--- src/cbpf_ram.sv ---
module cbpf_ram #(
  parameter int WIDTH = 8,
  parameter int DEPTH = 256
) (
  input  logic                     clk_i,
  input  logic                     we_i,
  input  logic                     re_i,
  input  logic [$clog2(DEPTH)-1:0] addr_i,
  input  logic [WIDTH-1:0]         wdata_i,
  output logic [WIDTH-1:0]         rdata_o
);

  logic [WIDTH-1:0] mem_q [DEPTH];
  logic [WIDTH-1:0] rdata_q;

  // Single port, registered read
  always_ff @(posedge clk_i) begin
    if (we_i) begin
      mem_q[addr_i] <= wdata_i;
    end
    if (re_i) begin
      rdata_q <= mem_q[addr_i];
    end
  end

  assign rdata_o = rdata_q;

endmodule

--- config.mk ---
export PLATFORM = sky130hd
export DESIGN_NAME = cbpf_ram
export DESIGN_NICKNAME = d
export VERILOG_FILES = /design/src/cbpf_ram.sv
export SDC_FILE = /design/constraint.sdc
export NUM_CORES = 2
export LEC_CHECK = 0
export ABC_AREA = 1
export BUFFER_PORTS_ARGS = -buffer_cell sky130_fd_sc_hd__buf_2
export CAP_MARGIN = 5
export CORE_ASPECT_RATIO = 2
export CORE_MARGIN = 1.5
export CORE_UTILIZATION = 45
export CTS_CLUSTER_DIAMETER = 60
export CTS_CLUSTER_SIZE = 28
export DETAILED_ROUTE_END_ITERATION = 8
export SYNTH_ARGS = -nofsm -noshare
export SYNTH_HDL_FRONTEND = slang
export SYNTH_SLANG_ARGS = --single-unit
--- constraint.sdc ---
create_clock -name clk_i -period 3.2 [get_ports clk_i]
set_input_delay 0.32 -clock clk_i [delete_from_list [all_inputs] [get_ports clk_i]]
set_output_delay 0.32 -clock clk_i [all_outputs]
set_load 0.01 [all_outputs]
==> impl_metrics.env <==
export IMPL_cellPowerDensity_nw_per_um2=498
export IMPL_r2r_setup_slack_ps=790
export IMPL_synth_fa_ha_area_share_pct=0
export IMPL_area_growth_pct=9.89
export IMPL_hold_depth=1
export IMPL_synth_xor_area_share_pct=0
export IMPL_grtUsageTotal_pct=26.5
export IMPL_crit_path_cell_trace="buf_8 > inv_8 > buf_12 > buf_12 > nand2_1 > nand2_1 > nand2_1 > nand2_1 > nand2_1 > nand2_1 > o21ai_1 > nand2_1 > nor2_1 > nor2_1 > nor2_1 > nand2_1"
export IMPL_overflow=0
export IMPL_startpoint_type="primary input"
export IMPL_cts_tree="done"
export IMPL_die_y_um=617
export IMPL_wl_met1_um=84300
export IMPL_core_area_um2=188000
export IMPL_setup_violations=0
export IMPL_routed_via_density=5.20
export IMPL_synthCells=8021
export IMPL_critPathBufInv=4
export IMPL_period_needed_ps=2530
export IMPL_synth_edff_count=2056
export IMPL_tightest_slew_ps=953
export IMPL_synth_top_family_by_area="simple AND/OR/NAND/NOR gates"
export IMPL_p_switching_mw=10.8
export IMPL_cp_common_cell="nand2_1"
export IMPL_syn_cell_area_um2=84900
export IMPL_synth_seq_cells=2056
export IMPL_ys_warn_count=0
export IMPL_crit_slowest_cell="nor2_1"
export IMPL_vdd_drop_max_uv=364
export IMPL_max_slew_margin_rel_pct=36.3
export IMPL_synth_area_leader_cell="edfxtp_1"
export IMPL_min_path_type="in -> reg"
export IMPL_grt_pass1_wl_um=364000
export IMPL_hpwl_um=170000
export IMPL_ant_nets=0
export IMPL_die_w_um=310
export IMPL_status="finished, final reports clean"
export IMPL_slew_violations=0
export IMPL_cap_violations=0
export IMPL_rows=225
export IMPL_path_depth=16
export IMPL_finalSetupTns_ps=0
export IMPL_r2r_worst_path_cells=12
export IMPL_critPathCapture="rdata_o[7]"
export IMPL_cellLeakagePower_nw=37.1
export IMPL_ys_types=17
export IMPL_skew_ps=45.2
export IMPL_io_buffers=26
export IMPL_startpoint="addr_i[0]"
export IMPL_dr_max_layer_used="met5"
export IMPL_required_ps=3670
export IMPL_finalNetCount=8213
export IMPL_h_tree_depth=3
export IMPL_synth_compound_area_share_pct=1.13
export IMPL_vias=55700
export IMPL_layout_commonest_cell="nand2_1"
export IMPL_rsz0062_at_grt="no"
export IMPL_cts_made_buffers=86
export IMPL_dr_first_iter_drc_count=4538
export IMPL_reg2reg_to="rdata_o[7]"
export IMPL_synth_nets=8040
export IMPL_arrival_ps=3010
export IMPL_yosys_mux_area_fraction_pct=0
export IMPL_p_total_mw=46.5
export IMPL_p_seq_share_pct=63.8
export IMPL_die_area_um2=192000
export IMPL_synth_simple_area_share_pct=23.8
export IMPL_cp_end_kind="flip-flop"
export IMPL_place_congestion=0.957
export IMPL_p_int_mw=35.7
export IMPL_fin_crit_sh_pct=79.2
export IMPL_seq_area_frac_synth_pct=72.7
export IMPL_async_flop_share_pct=0
export IMPL_cts_sinks=2056
export IMPL_swShare_pct=23.2
export IMPL_drc=0
export IMPL_netlist_area_leader_share_pct=72.7
export IMPL_synthTopCellsByArea="edfxtp_1 73%, nand2_1 21%, nor2_1 1.6%"
export IMPL_hold_violations=0
export IMPL_dr_wl_met3_um=12200
export IMPL_cpPeakStageDelay_ps=430
export IMPL_drt_pass1_iter_count=8
export IMPL_place_area_um2=90900
export IMPL_clock_latency_ps=750
export IMPL_cts_root_buf="clkbuf_16"
export IMPL_path_class="in -> reg"
export IMPL_r2r_start="mem_q[16][7]"
export IMPL_layout_common_cells="4770 x nand2_1, 2056 x edfxtp_1, 401 x buf_4, 356 x nor2_1, 188 x nand3_1"
export IMPL_antenna_found_initial=9
export IMPL_p_clk_share_pct=28.3
export IMPL_ys_flop_type="edfxtp_1"
export IMPL_drt_total_wl_um=254000
export IMPL_path_clk_slew_ps=100
export IMPL_grt_pass1_vias=54900
export IMPL_crit_fanout=72
export IMPL_max_freq_ghz=0.395
export IMPL_start_util_pct=45.2
export IMPL_p_comb_share_pct=7.8
export IMPL_wl_met2_um=132000
export IMPL_final_cell_area_um2=93300
export IMPL_grt_max_degree=99
export IMPL_avgSynthCellArea_um2=10.6
export IMPL_wl_per_cell_um=23.7
export IMPL_io_pins=27
export IMPL_utilization_pct=49.7
export IMPL_cts_path_max_buffers=3
export IMPL_drive_above_1_share_pct=7.44
export IMPL_path_delay_family="simple AND/OR/NAND/NOR gates"
==> power groups by stage <==
stage / combinational [mW] / sequential [mW] / clock, mW
final: 3.64 / 29.7 / 13.2
after global placement: 3.60 / 30.3 / 0
after floorplan: 1.69 / 30.3 / 0
after global routing: 3.90 / 29.7 / 14.1
after detailed placement: 3.62 / 30.3 / 0
after CTS: 3.63 / 29.7 / 13.4
==> cell usage after synthesis, types with 6 or more instances <==
cell	n
buf_4	6
buf_1	52
a21oi_1	32
o21ai_0	41
buf_6	7
inv_1	31
o21ai_1	119
buf_2	182
clkbuf_1	170
nand3_1	188
edfxtp_1	2056
nand2_1	4770
nor2_1	361
==> area by class of cell <==
cell class,instances,area (um2)
inverters,35,165
flip-flops and latches,2056,61700
multi-input cells,5513,21200
repair buffers,502,4690
clock inverters,14,150
clock buffers,90,2230
well taps,2497,3120
fillers,16800,94400
diodes,3,7.51
==> metal layers <==
| layer | up-vias | track usage, % |
|---|---|---|
| met5 | - | 0 |
| met4 | 4 | 22.2 |
| met3 | 578 | 2.76 |
| met2 | 1726 | 47.7 |
| met1 | 26900 | 27.5 |
| li1 | 26500 | - |
==> cell families (layout without fill, tap and decap cells) <==
family                 after synthesis  count (layout)
and+or+nand+nor                   5321            5321
AOI/OAI and AO/OA                  192             192
buffers and inverters              452             641
other                                0               3
DFF                               2056            2056
==> flip-flops by register name, indices dropped and copies added, names as in the netlist <==
| signal | flops |
|---|---|
| rdata_o | 8 |
| mem_q | 2048 |
==> timing repair <==
item / in CTS / in global routing
resized for setup: 0 / 0
buffers inserted: 0 / 0
endpoints found under the setup margin: 0 / 0
hold endpoints to repair: 94 / 0
hold buffers: 5 / 0
==> through the flow <==
stage / hold WS (ps) / std cells / setup WS, ps
after CTS: 8.30 / 10700 / 786
after floorplan: 419 / 8021 / 1040
after detailed placement: 627 / 10600 / 3.34
final: 29.4 / 10700 / 667
after global routing: 30.5 / 10700 / 650
after global placement: 631 / 10600 / 4.21
==> how the worst min path moves through the flow <==
| stage | startpoint | end |
|---|---|---|
| floorplan | wdata_i[0] | mem_q[0][0] |
| global placement | wdata_i[3] | mem_q[170][3] |
| detailed placement | wdata_i[3] | mem_q[168][3] |
| CTS | wdata_i[7] | mem_q[169][7] |
| global route | wdata_i[7] | mem_q[205][7] |
| finish | wdata_i[7] | mem_q[169][7] |
No activity file was read; power rests on OpenSTA's default activity.
