==> config.mk <==
export PLATFORM = sky130hd
export DESIGN_NAME = cbpf_clip
export DESIGN_NICKNAME = d
export VERILOG_FILES = /design/src/cbpf_pkg.sv /design/src/cbpf_clip.sv
export SDC_FILE = /design/constraint.sdc
export NUM_CORES = 1
export LEC_CHECK = 0
export ABC_AREA = 0
export BUFFER_PORTS_ARGS = -buffer_cell sky130_fd_sc_hd__buf_2
export CAP_MARGIN = 20
export CORE_MARGIN = 2
export CORE_UTILIZATION = 35
export DETAILED_ROUTE_END_ITERATION = 8
export GPL_TIMING_DRIVEN = 0
export SYNTH_ARGS = -nofsm -noshare
export SYNTH_HDL_FRONTEND = slang
export SYNTH_SLANG_ARGS = --single-unit
==> constraint.sdc <==
create_clock -name vclk -period 3.79
set_input_delay 0.379 -clock vclk [all_inputs]
set_output_delay 0.379 -clock vclk [all_outputs]
set_load 0.02 [all_outputs]
==> src/cbpf_pkg.sv <==
package cbpf_pkg;

  // Frame geometry
  localparam int FRAME_WIDTH  = 128;
  localparam int FRAME_HEIGHT = 64;
  localparam int PAGE_ROWS    = 8;
  localparam int PAGES        = FRAME_HEIGHT / PAGE_ROWS;

  localparam int COL_W  = $clog2(FRAME_WIDTH);
  localparam int ROW_W  = $clog2(FRAME_HEIGHT);
  localparam int PAGE_W = $clog2(PAGES);
  localparam int LANE_W = $clog2(PAGE_ROWS);

  // One store word holds the eight pixel bytes of one page column
  localparam int PIX_W  = 8;
  localparam int WORD_W = PAGE_ROWS * PIX_W;
  localparam int DEPTH  = PAGES * FRAME_WIDTH;
  localparam int ADDR_W = $clog2(DEPTH);

  // Input field widths
  localparam int COORD_W = 16;
  localparam int SIZE_W  = 16;

  typedef enum logic [1:0] {
    ACT_CLEAR = 2'd0,
    ACT_BLIT  = 2'd1,
    ACT_READ  = 2'd2,
    ACT_NONE  = 2'd3
  } action_e;

  // Clip result for the current blit beat
  typedef struct packed {
    logic                hit;
    logic [ADDR_W-1:0]   addr;
    logic [LANE_W-1:0]   lane;
    logic [SIZE_W-1:0]   col_next;
    logic [SIZE_W-1:0]   row_next;
  } clip_t;

  // Pack one page column: OR of each row byte shifted by its row, kept to a byte
  function automatic logic [PIX_W-1:0] pack_page(input logic [WORD_W-1:0] word);
    logic [PIX_W-1:0] acc;
    acc = '0;
    for (int j = 0; j < PAGE_ROWS; j++) begin
      acc = acc | PIX_W'(word[j*PIX_W +: PIX_W] << j);
    end
    return acc;
  endfunction

  // Replace one row byte within a page column word
  function automatic logic [WORD_W-1:0] merge_lane(input logic [WORD_W-1:0] word,
                                                   input logic [LANE_W-1:0] lane,
                                                   input logic [PIX_W-1:0]  pix);
    logic [WORD_W-1:0] res;
    res = word;
    for (int j = 0; j < PAGE_ROWS; j++) begin
      if (lane == LANE_W'(j)) begin
        res[j*PIX_W +: PIX_W] = pix;
      end
    end
    return res;
  endfunction

endpackage

==> src/cbpf_clip.sv <==
module cbpf_clip
  import cbpf_pkg::*;
(
  input  logic signed [COORD_W-1:0] dest_x_i,
  input  logic signed [COORD_W-1:0] dest_y_i,
  input  logic        [SIZE_W-1:0]  bitmap_width_i,
  input  logic        [SIZE_W-1:0]  bitmap_height_i,
  input  logic        [SIZE_W-1:0]  col_cnt_i,
  input  logic        [SIZE_W-1:0]  row_cnt_i,
  output clip_t                     clip_o
);

  logic signed [COORD_W+1:0] px;
  logic signed [COORD_W+1:0] py;
  logic                      in_bitmap;
  logic                      in_frame;
  logic        [SIZE_W:0]    col_inc;
  logic        [SIZE_W:0]    row_inc;

  // Frame point for the current bitmap position
  assign px = $signed({{2{dest_x_i[COORD_W-1]}}, dest_x_i}) + $signed({2'b00, col_cnt_i});
  assign py = $signed({{2{dest_y_i[COORD_W-1]}}, dest_y_i}) + $signed({2'b00, row_cnt_i});

  assign in_bitmap = (col_cnt_i < bitmap_width_i) && (row_cnt_i < bitmap_height_i);
  assign in_frame  = (px >= 0) && (px < (COORD_W+2)'(FRAME_WIDTH)) &&
                     (py >= 0) && (py < (COORD_W+2)'(FRAME_HEIGHT));

  // Advance column, then row, wrapping at the bitmap size
  assign col_inc = {1'b0, col_cnt_i} + 1'b1;
  assign row_inc = {1'b0, row_cnt_i} + 1'b1;

  always_comb begin
    clip_o.hit      = in_bitmap && in_frame;
    clip_o.addr     = {py[ROW_W-1:LANE_W], px[COL_W-1:0]};
    clip_o.lane     = py[LANE_W-1:0];
    clip_o.col_next = col_inc[SIZE_W-1:0];
    clip_o.row_next = row_cnt_i;
    if (col_inc >= {1'b0, bitmap_width_i}) begin
      clip_o.col_next = '0;
      clip_o.row_next = (row_inc >= {1'b0, bitmap_height_i}) ? '0 : row_inc[SIZE_W-1:0];
    end
  end

endmodule

==> results of run 1 <==
cell families (layout without fill, tap and decap cells):
family | count (synthesis) | count (layout)
compound gates | 191 | 191
simple gates | 183 | 183
fa+ha+maj | 102 | 102
buf+inv | 76 | 235
xor+xnor | 38 | 38
mux | 2 | 2
timing repair:
item	CTS	global route
pin swaps	14	27
buffers inserted	14	8
hold buffers	0	0
setup endpoints to repair	33	33
resized for setup	50	61
cloned	1	1
hold endpoints to repair	0	0
area by class of cell:
class	instances	area share, %
Multi-Input combinational cell	516	74.2
Buffer	12	1.30
Timing Repair Buffer	165	17.5
Inverter	58	3.78
Tap cell	147	3.19
metal layers:
| layer | up-vias | GRT usage, % | part of all wire [%] |
|---|---|---|---|
| met5 | - | 0 | 0 |
| met4 | 0 | 4.23 | 1.8 |
| met3 | 26 | 1.91 | 5.4 |
| met2 | 176 | 37.7 | 49 |
| met1 | 2341 | 27.9 | 44 |
| li1 | 2555 | - | - |
layout by cell type (no fill, tap or decap), types with 5 or more instances in the layout:
| cell type | count |
|---|---|
| buf_6 | 13 |
| nor3_1 | 7 |
| nand4_1 | 15 |
| o21ai_2 | 6 |
| nor2b_1 | 11 |
| nand2_1 | 31 |
| and3_1 | 18 |
| a21o_1 | 17 |
| nand3_1 | 14 |
| xnor2_1 | 24 |
| xor2_1 | 8 |
| buf_2 | 124 |
| clkbuf_1 | 6 |
| a21oi_1 | 36 |
| o21a_1 | 12 |
| o31ai_1 | 5 |
| inv_1 | 56 |
| buf_4 | 29 |
| nor2_1 | 26 |
| a22o_1 | 8 |
| o21ai_1 | 14 |
| a31oi_1 | 5 |
| o21ai_0 | 27 |
| ha_1 | 97 |
| o2111ai_1 | 6 |
| o21bai_1 | 5 |
| nand2b_1 | 10 |
metrics by stage:
| step | hold WS, ns | setup slack, ns | total power, mW | utilization, % | instances |
|---|---|---|---|---|---|
| after floorplan | 0.838 | 0.129 | 0.537 | - | 592 |
| after global placement | 1.10 | -0.961 | 0.781 | 43.2 | 881 |
| after detailed placement | 1.09 | -0.942 | 0.794 | 43.2 | 881 |
| after CTS | 1.09 | 0.00959 | 0.838 | 45.7 | 892 |
| after global routing | 1.10 | -0.144 | 0.988 | 48.4 | 898 |
| final | 1.10 | -0.0255 | 0.900 | 48.4 | 898 |
where the power goes:
group | switching (mW) | leakage, nW | total, mW | internal, mW
clock | 0 | 0 | 0 | 0
sequential | 0 | 0 | 0 | 0
combinational | 0.515 | 2.85 | 0.900 | 0.385
total | 0.515 | 2.85 | 0.900 | 0.385
worst min-delay path, stage by stage:
cell and delay, ns:
buf_2 0.08, ha_1 0.11, buf_2 0.15
worst max path at each step:
stage | startpoint | endpoint | slack [ns]
floorplan | row_cnt_i[0] | clip_o[11] | 0.13
global route | col_cnt_i[3] | clip_o[3] | -0.14
CTS | col_cnt_i[2] | clip_o[5] | 0.01
finish | col_cnt_i[1] | clip_o[3] | -0.03
global placement | col_cnt_i[2] | clip_o[5] | -0.96
detailed placement | col_cnt_i[2] | clip_o[5] | -0.94
==> metrics.md, run 1 <==
| Metric | Value |
|---|---|
| Status | `finished, violations left` |
| Violated checks | `setup timing` |
| Final Hold Violating Endpoints | `0` |
| Hold path depth | `3` |
| Number of synthesis warnings | `0` |
| Fin crit period | `3.82 ns` |
| Detail Route Antenna Nets | `0` |
| Worst Max-Slew Pin Slew | `0.577 ns` |
| Post-synthesis cell type with the largest combined area | `ha_1` |
| IO Port Bufs | `142` |
| Worst-path cell chain | `buf_2 > ha_4 > nand2_1 > nor4_4 > and3_1 > xor2_2 > ha_1 > a211oi_2 > o211ai_1 > a311oi_2 > and2_4 > buf_8 > o21ai_2 > o31ai_1 > buf_2` |
| Yosys top cell area share | `29.5%` |
| P&R area growth vs syn | `35.7%` |
| Initial DRC Count | `305` |
| Cell Area, Synth | `4250 µm²` |
| XOR/XNOR share of the synthesized area | `7.84%` |
| Relative slew margins | `61.0%` |
| Antenna diodes | `0` |
| Sequential Area | `0 µm²` |
| GPL Wtd Cong | `0.922` |
| Row Count | `40` |
| Post-route cell area | `5760 µm²` |
| CP Class | `input pin to output port` |
| Slowest cell delay on critical path | `0.41 ns` |
| Critical path depth | `15` |
| Via count | `5098` |
| Crit path required time | `3.41 ns` |
| Initial antenna violation count | `0` |
| Number of global-route vias before repair | `4787` |
| DIE AREA | `13000 µm²` |
| TritonRoute pass-1 iters | `4` |
| First-pass GRT wire length | `23000 µm` |
| Critical path endpoint category | `output port` |
| Multi-input gate area | `4270 µm²` |
| Fillers | `1199` |
| Min-delay src | `dest_y_i[0]` |
| Vias per inst | `5.68` |
| Final period util | `101%` |
| Routed WL | `14800 µm` |
| Final worst slack | `-0.0255 ns` |
| Remaining global-route overflow | `0` |
| Initial core utilization | `35.6%` |
| Hold Crit Class | `input pin to output port` |
| Chip height | `114 µm` |
| Synth Area in Adders | `30.4%` |
| Chip width | `114 µm` |
| Setup TNS | `-0.113 ns` |
| Drt drc | `0` |
| Mux cell area share after synthesis | `0.501%` |
| Top cells by area, synth | `ha_1, xnor2_1, inv_1` |
| Post-synth top cells | `ha_1, inv_1, a21oi_1` |
| Largest net degree at the start of global routing | `14` |
| Register area share after synthesis | `0%` |
| Final number of setup-violating endpoints | `7` |
| CP startpoint kind | `input pin` |
| Leak | `2.85 nW` |
| WP buf/inv | `3` |
| Wire per inst | `16.4 µm` |
| Seq_cells | `0` |
| Complex-gate fraction of the synthesized area | `31.0%` |
| I/O pins | `142` |
| Core ar. | `11900 µm²` |
| Max rail drop VDD | `0.0000895 V` |
| Gr usage total | `21.2%` |
| Top-count cell post-synth | `ha_1` |
| Slew Viols, Final | `0` |
| RSZ-0062 raised after global routing | `true` |
| Maxcap violations | `0` |
| Top Family by Delay on Critical Path | `simple AND/OR/NAND/NOR gates` |
| PwrDens | `156 nW/µm²` |
| Fmax | `0.262 GHz` |
| Avg Inst Size Synth | `7.17 µm²` |
| Post-synthesis net count | `790` |
| Share of layout cells above drive strength 1 | `30.2%` |
| Placed inst area | `5140 µm²` |
| Hpwl dp | `12300 µm` |
| Largest family of logic cells by synthesized area | `compound AO/OA/AOI/OAI gates` |
| Synth Instances | `592` |
| Synth Area in Simple Gates | `23.2%` |
| Slowest cell on crit path | `a311oi_2` |
| Hold EP | `clip_o[32]` |
| WP data arrival | `3.44 ns` |
| # clk buffers | `0` |
| Yosys cell types | `66` |
| Most frequent CP cell | `buf_2` |
| Nets | `951` |
| Crit-path max FO | `6` |
Note: power is estimated with default switching activity, not from simulation.
==> inputs of run 2 (changes only) <==
--- a/config.mk
+++ b/config.mk
@@ -12,6 +12,7 @@
 export CORE_UTILIZATION = 35
 export DETAILED_ROUTE_END_ITERATION = 8
 export GPL_TIMING_DRIVEN = 0
+export SETUP_SLACK_MARGIN = 0.4
 export SYNTH_ARGS = -nofsm -noshare
 export SYNTH_HDL_FRONTEND = slang
 export SYNTH_SLANG_ARGS = --single-unit
==> run 2 against run 1 <==
Effect of this change: the run still ends with setup timing left; critical path depth grew 1; worst setup slack lost 0.028 ns; die area is the same; hold slack worse by 0.012 ns; global-route usage rose by 1.1 points; non-clock buffer count increased by 33; sequential share of layout area unchanged; count of clock-buffer cells in the layout is the same; cell area rose by 16%; power rose by 20%; critical path type unchanged; largest power group unchanged.
==> metrics.md, run 2 (synthesized netlist as in run 1, its figures left out) <==
| Metric | Value |
|---|---|
| First-pass GRT wire length | `24100 µm (+4.4%)` |
| # hold bufs at CTS | `0 (unchanged)` |
| Launch point of the worst path | `col_cnt_i[2]` |
| Critical path endpoint category | `output port` |
| Sequential Area | `0 µm² (unchanged)` |
| Crit-path max FO | `5 (-1)` |
| Slowest cell delay on critical path | `0.31 ns (-0.10 ns)` |
| Worst Setup EP | `clip_o[14]` |
| WP data arrival | `3.46 ns (+0.02 ns)` |
| GPL Wtd Cong | `0.923 (+0.14%)` |
| Initial DRC Count | `231 (-24%)` |
| Detail Route Antenna Nets | `0 (unchanged)` |
| Initial antenna violation count | `0 (unchanged)` |
| Antenna diodes | `0 (unchanged)` |
| Post-route cell area | `6670 µm² (+16%)` |
| Leak | `3.13 nW (+10%)` |
| I/O pins | `142 (unchanged)` |
| Vias per inst | `5.70 (+0.33%)` |
| Hpwl dp | `12300 µm (+0.45%)` |
| Wire per inst | `17.2 µm (+4.6%)` |
| Fmax | `0.260 GHz (-0.74%)` |
| Max rail drop VDD | `0.000112 V (+25%)` |
| Setup TNS | `-0.111 ns (+0.00152 ns)` |
| Gr usage total | `22.3% (+1.1 points)` |
| Share of layout cells above drive strength 1 | `42.2% (+12 points)` |
| Core ar. | `11900 µm² (unchanged)` |
| Drt drc | `0 (unchanged)` |
| Final number of setup-violating endpoints | `7 (unchanged)` |
| Final period util | `101% (+0.75 points)` |
| RSZ-0062 raised after global routing | `true` |
| Violated checks | `setup timing` |
| Nets | `984 (+3.5%)` |
| Worst Max-Slew Pin Slew | `0.644 ns (+0.0664 ns)` |
| Met2 WL | `7960 µm (+11%)` |
| Relative slew margins | `56.5% (-4.5 points)` |
| Placed inst area | `5250 µm² (+2.2%)` |
| Final Util | `56.0% (+7.6 points)` |
| Largest net degree at the start of global routing | `11 (-3)` |
| Slew Viols, Final | `0 (unchanged)` |
| Fin Hold WS | `1.08 ns (-0.0124 ns)` |
| # clk buffers | `0 (unchanged)` |
| Hold Crit Class | `input pin to output port` |
| Met3 wire len | `890 µm (+12%)` |
| Remaining global-route overflow | `0 (unchanged)` |
| Post-Place Cells | `881 (unchanged)` |
| Overall Power | `1.08 mW (+20%)` |
| Layout Cells excl Fill | `931 (+3.7%)` |
| Final worst slack | `-0.0539 ns (-0.0285 ns)` |
| Status | `finished, violations left` |
| Most frequent cells in the layout | `buf_2, ha_1, inv_1, buf_4, buf_6` |
| Fillers | `1121 (-6.5%)` |
| Most common cell after layout, fill and taps aside | `buf_2` |
| Top layer in use | `met4` |
| P&R area growth vs syn | `57.0%` |
| TritonRoute pass-1 iters | `5 (+1)` |
| Via count | `5303 (+4.0%)` |
| Row Count | `40 (unchanged)` |
| Number of global-route vias before repair | `4934 (+3.1%)` |
| Seq_cells | `0 (unchanged)` |
| Routed WL | `16000 µm (+8.4%)` |
| CP startpoint kind | `input pin` |
| Final Hold Violating Endpoints | `0 (unchanged)` |
| Metal1 wirelength | `6750 µm (+3.9%)` |
| DIE AREA | `13000 µm² (unchanged)` |
| CP Class | `input pin to output port` |
| Placement Setup Slack | `-0.583 ns (+0.359 ns)` |
| IO Port Bufs | `142 (unchanged)` |
| Maxcap violations | `0 (unchanged)` |
| Worst-path cell chain | `buf_8 > and2_4 > nand4_1 > buf_4 > nor4_4 > and3_4 > xor2_2 > ha_1 > a211oi_2 > o211ai_1 > a311oi_2 > buf_4 > and2_4 > bufbuf_16 > a22o_1 > buf_6` |
| Chip height | `114 µm (unchanged)` |
| Crit path required time | `3.41 ns (about the same)` |
| Chip width | `114 µm (unchanged)` |
| Initial core utilization | `35.6% (unchanged)` |
| PwrDens | `162 nW/µm² (+3.8%)` |
| Fin crit period | `3.84 ns (+0.0285 ns)` |
| Slowest cell on crit path | `nor4_4` |
run 2: cell count changes in the layout (fill, tap and decap cells not counted), sizes merged:
| cell | before | now |
|---|---|---|
| bufbuf | 0 | 1 |
| buf | 169 | 199 |
| clkbuf | 8 | 10 |
run 2: how the worst min path moves through the flow:
stage | from | endpoint | slack (ns) | cells after the start
after floorplan | row_cnt_i[13] | clip_o[13] | 0.83 | 1
after global placement | dest_y_i[0] | clip_o[32] | 1.10 | 3
after detailed placement | dest_x_i[0] | clip_o[35] | 1.10 | 3
after CTS | dest_x_i[0] | clip_o[35] | 1.10 | 3
after global routing | col_cnt_i[0] | clip_o[16] | 1.10 | 3
final | col_cnt_i[0] | clip_o[16] | 1.08 | 3
run 2: routing by layer:
layer,global-route usage [%],up-vias
met4,4.88,0
met5,0,-
met1,28.6,2460
met2,40.1,185
li1,-,2622
met3,2.38,36
run 2: worst max-delay path, delay by kind of cell:
| family | cells | cell delay (ns) |
|---|---|---|
| AO/OA/AOI/OAI | 4 | 0.71 |
| XOR/XNOR | 1 | 0.16 |
| adder cells (fa/ha/maj) | 1 | 0.29 |
| buffers and inverters | 5 | 0.85 |
| AND/OR/NAND/NOR | 5 | 1.07 |
run 2: final cells by class:
| type | count | area, µm² | area share (%) |
|---|---|---|---|
| multi-input combinational | 516 | 4720 | 70.8 |
| tap | 147 | 184 | 2.76 |
| timing repair buffer | 192 | 1400 | 21.0 |
| buffer | 18 | 149 | 2.23 |
| inverter | 58 | 218 | 3.27 |
run 2: repair_timing:
item,4_1_cts,5_1_grt
setup endpoints to repair,33,33
setup buffers,30,18
pin swaps,43,48
gates cloned,2,0
gates resized for setup,132,110
run 2: report_power, final:
| group | internal [mW] | switching (mW) |
|---|---|---|
| combinational | 0.504 | 0.577 |
| sequential | 0 | 0 |
| clock | 0 | 0 |
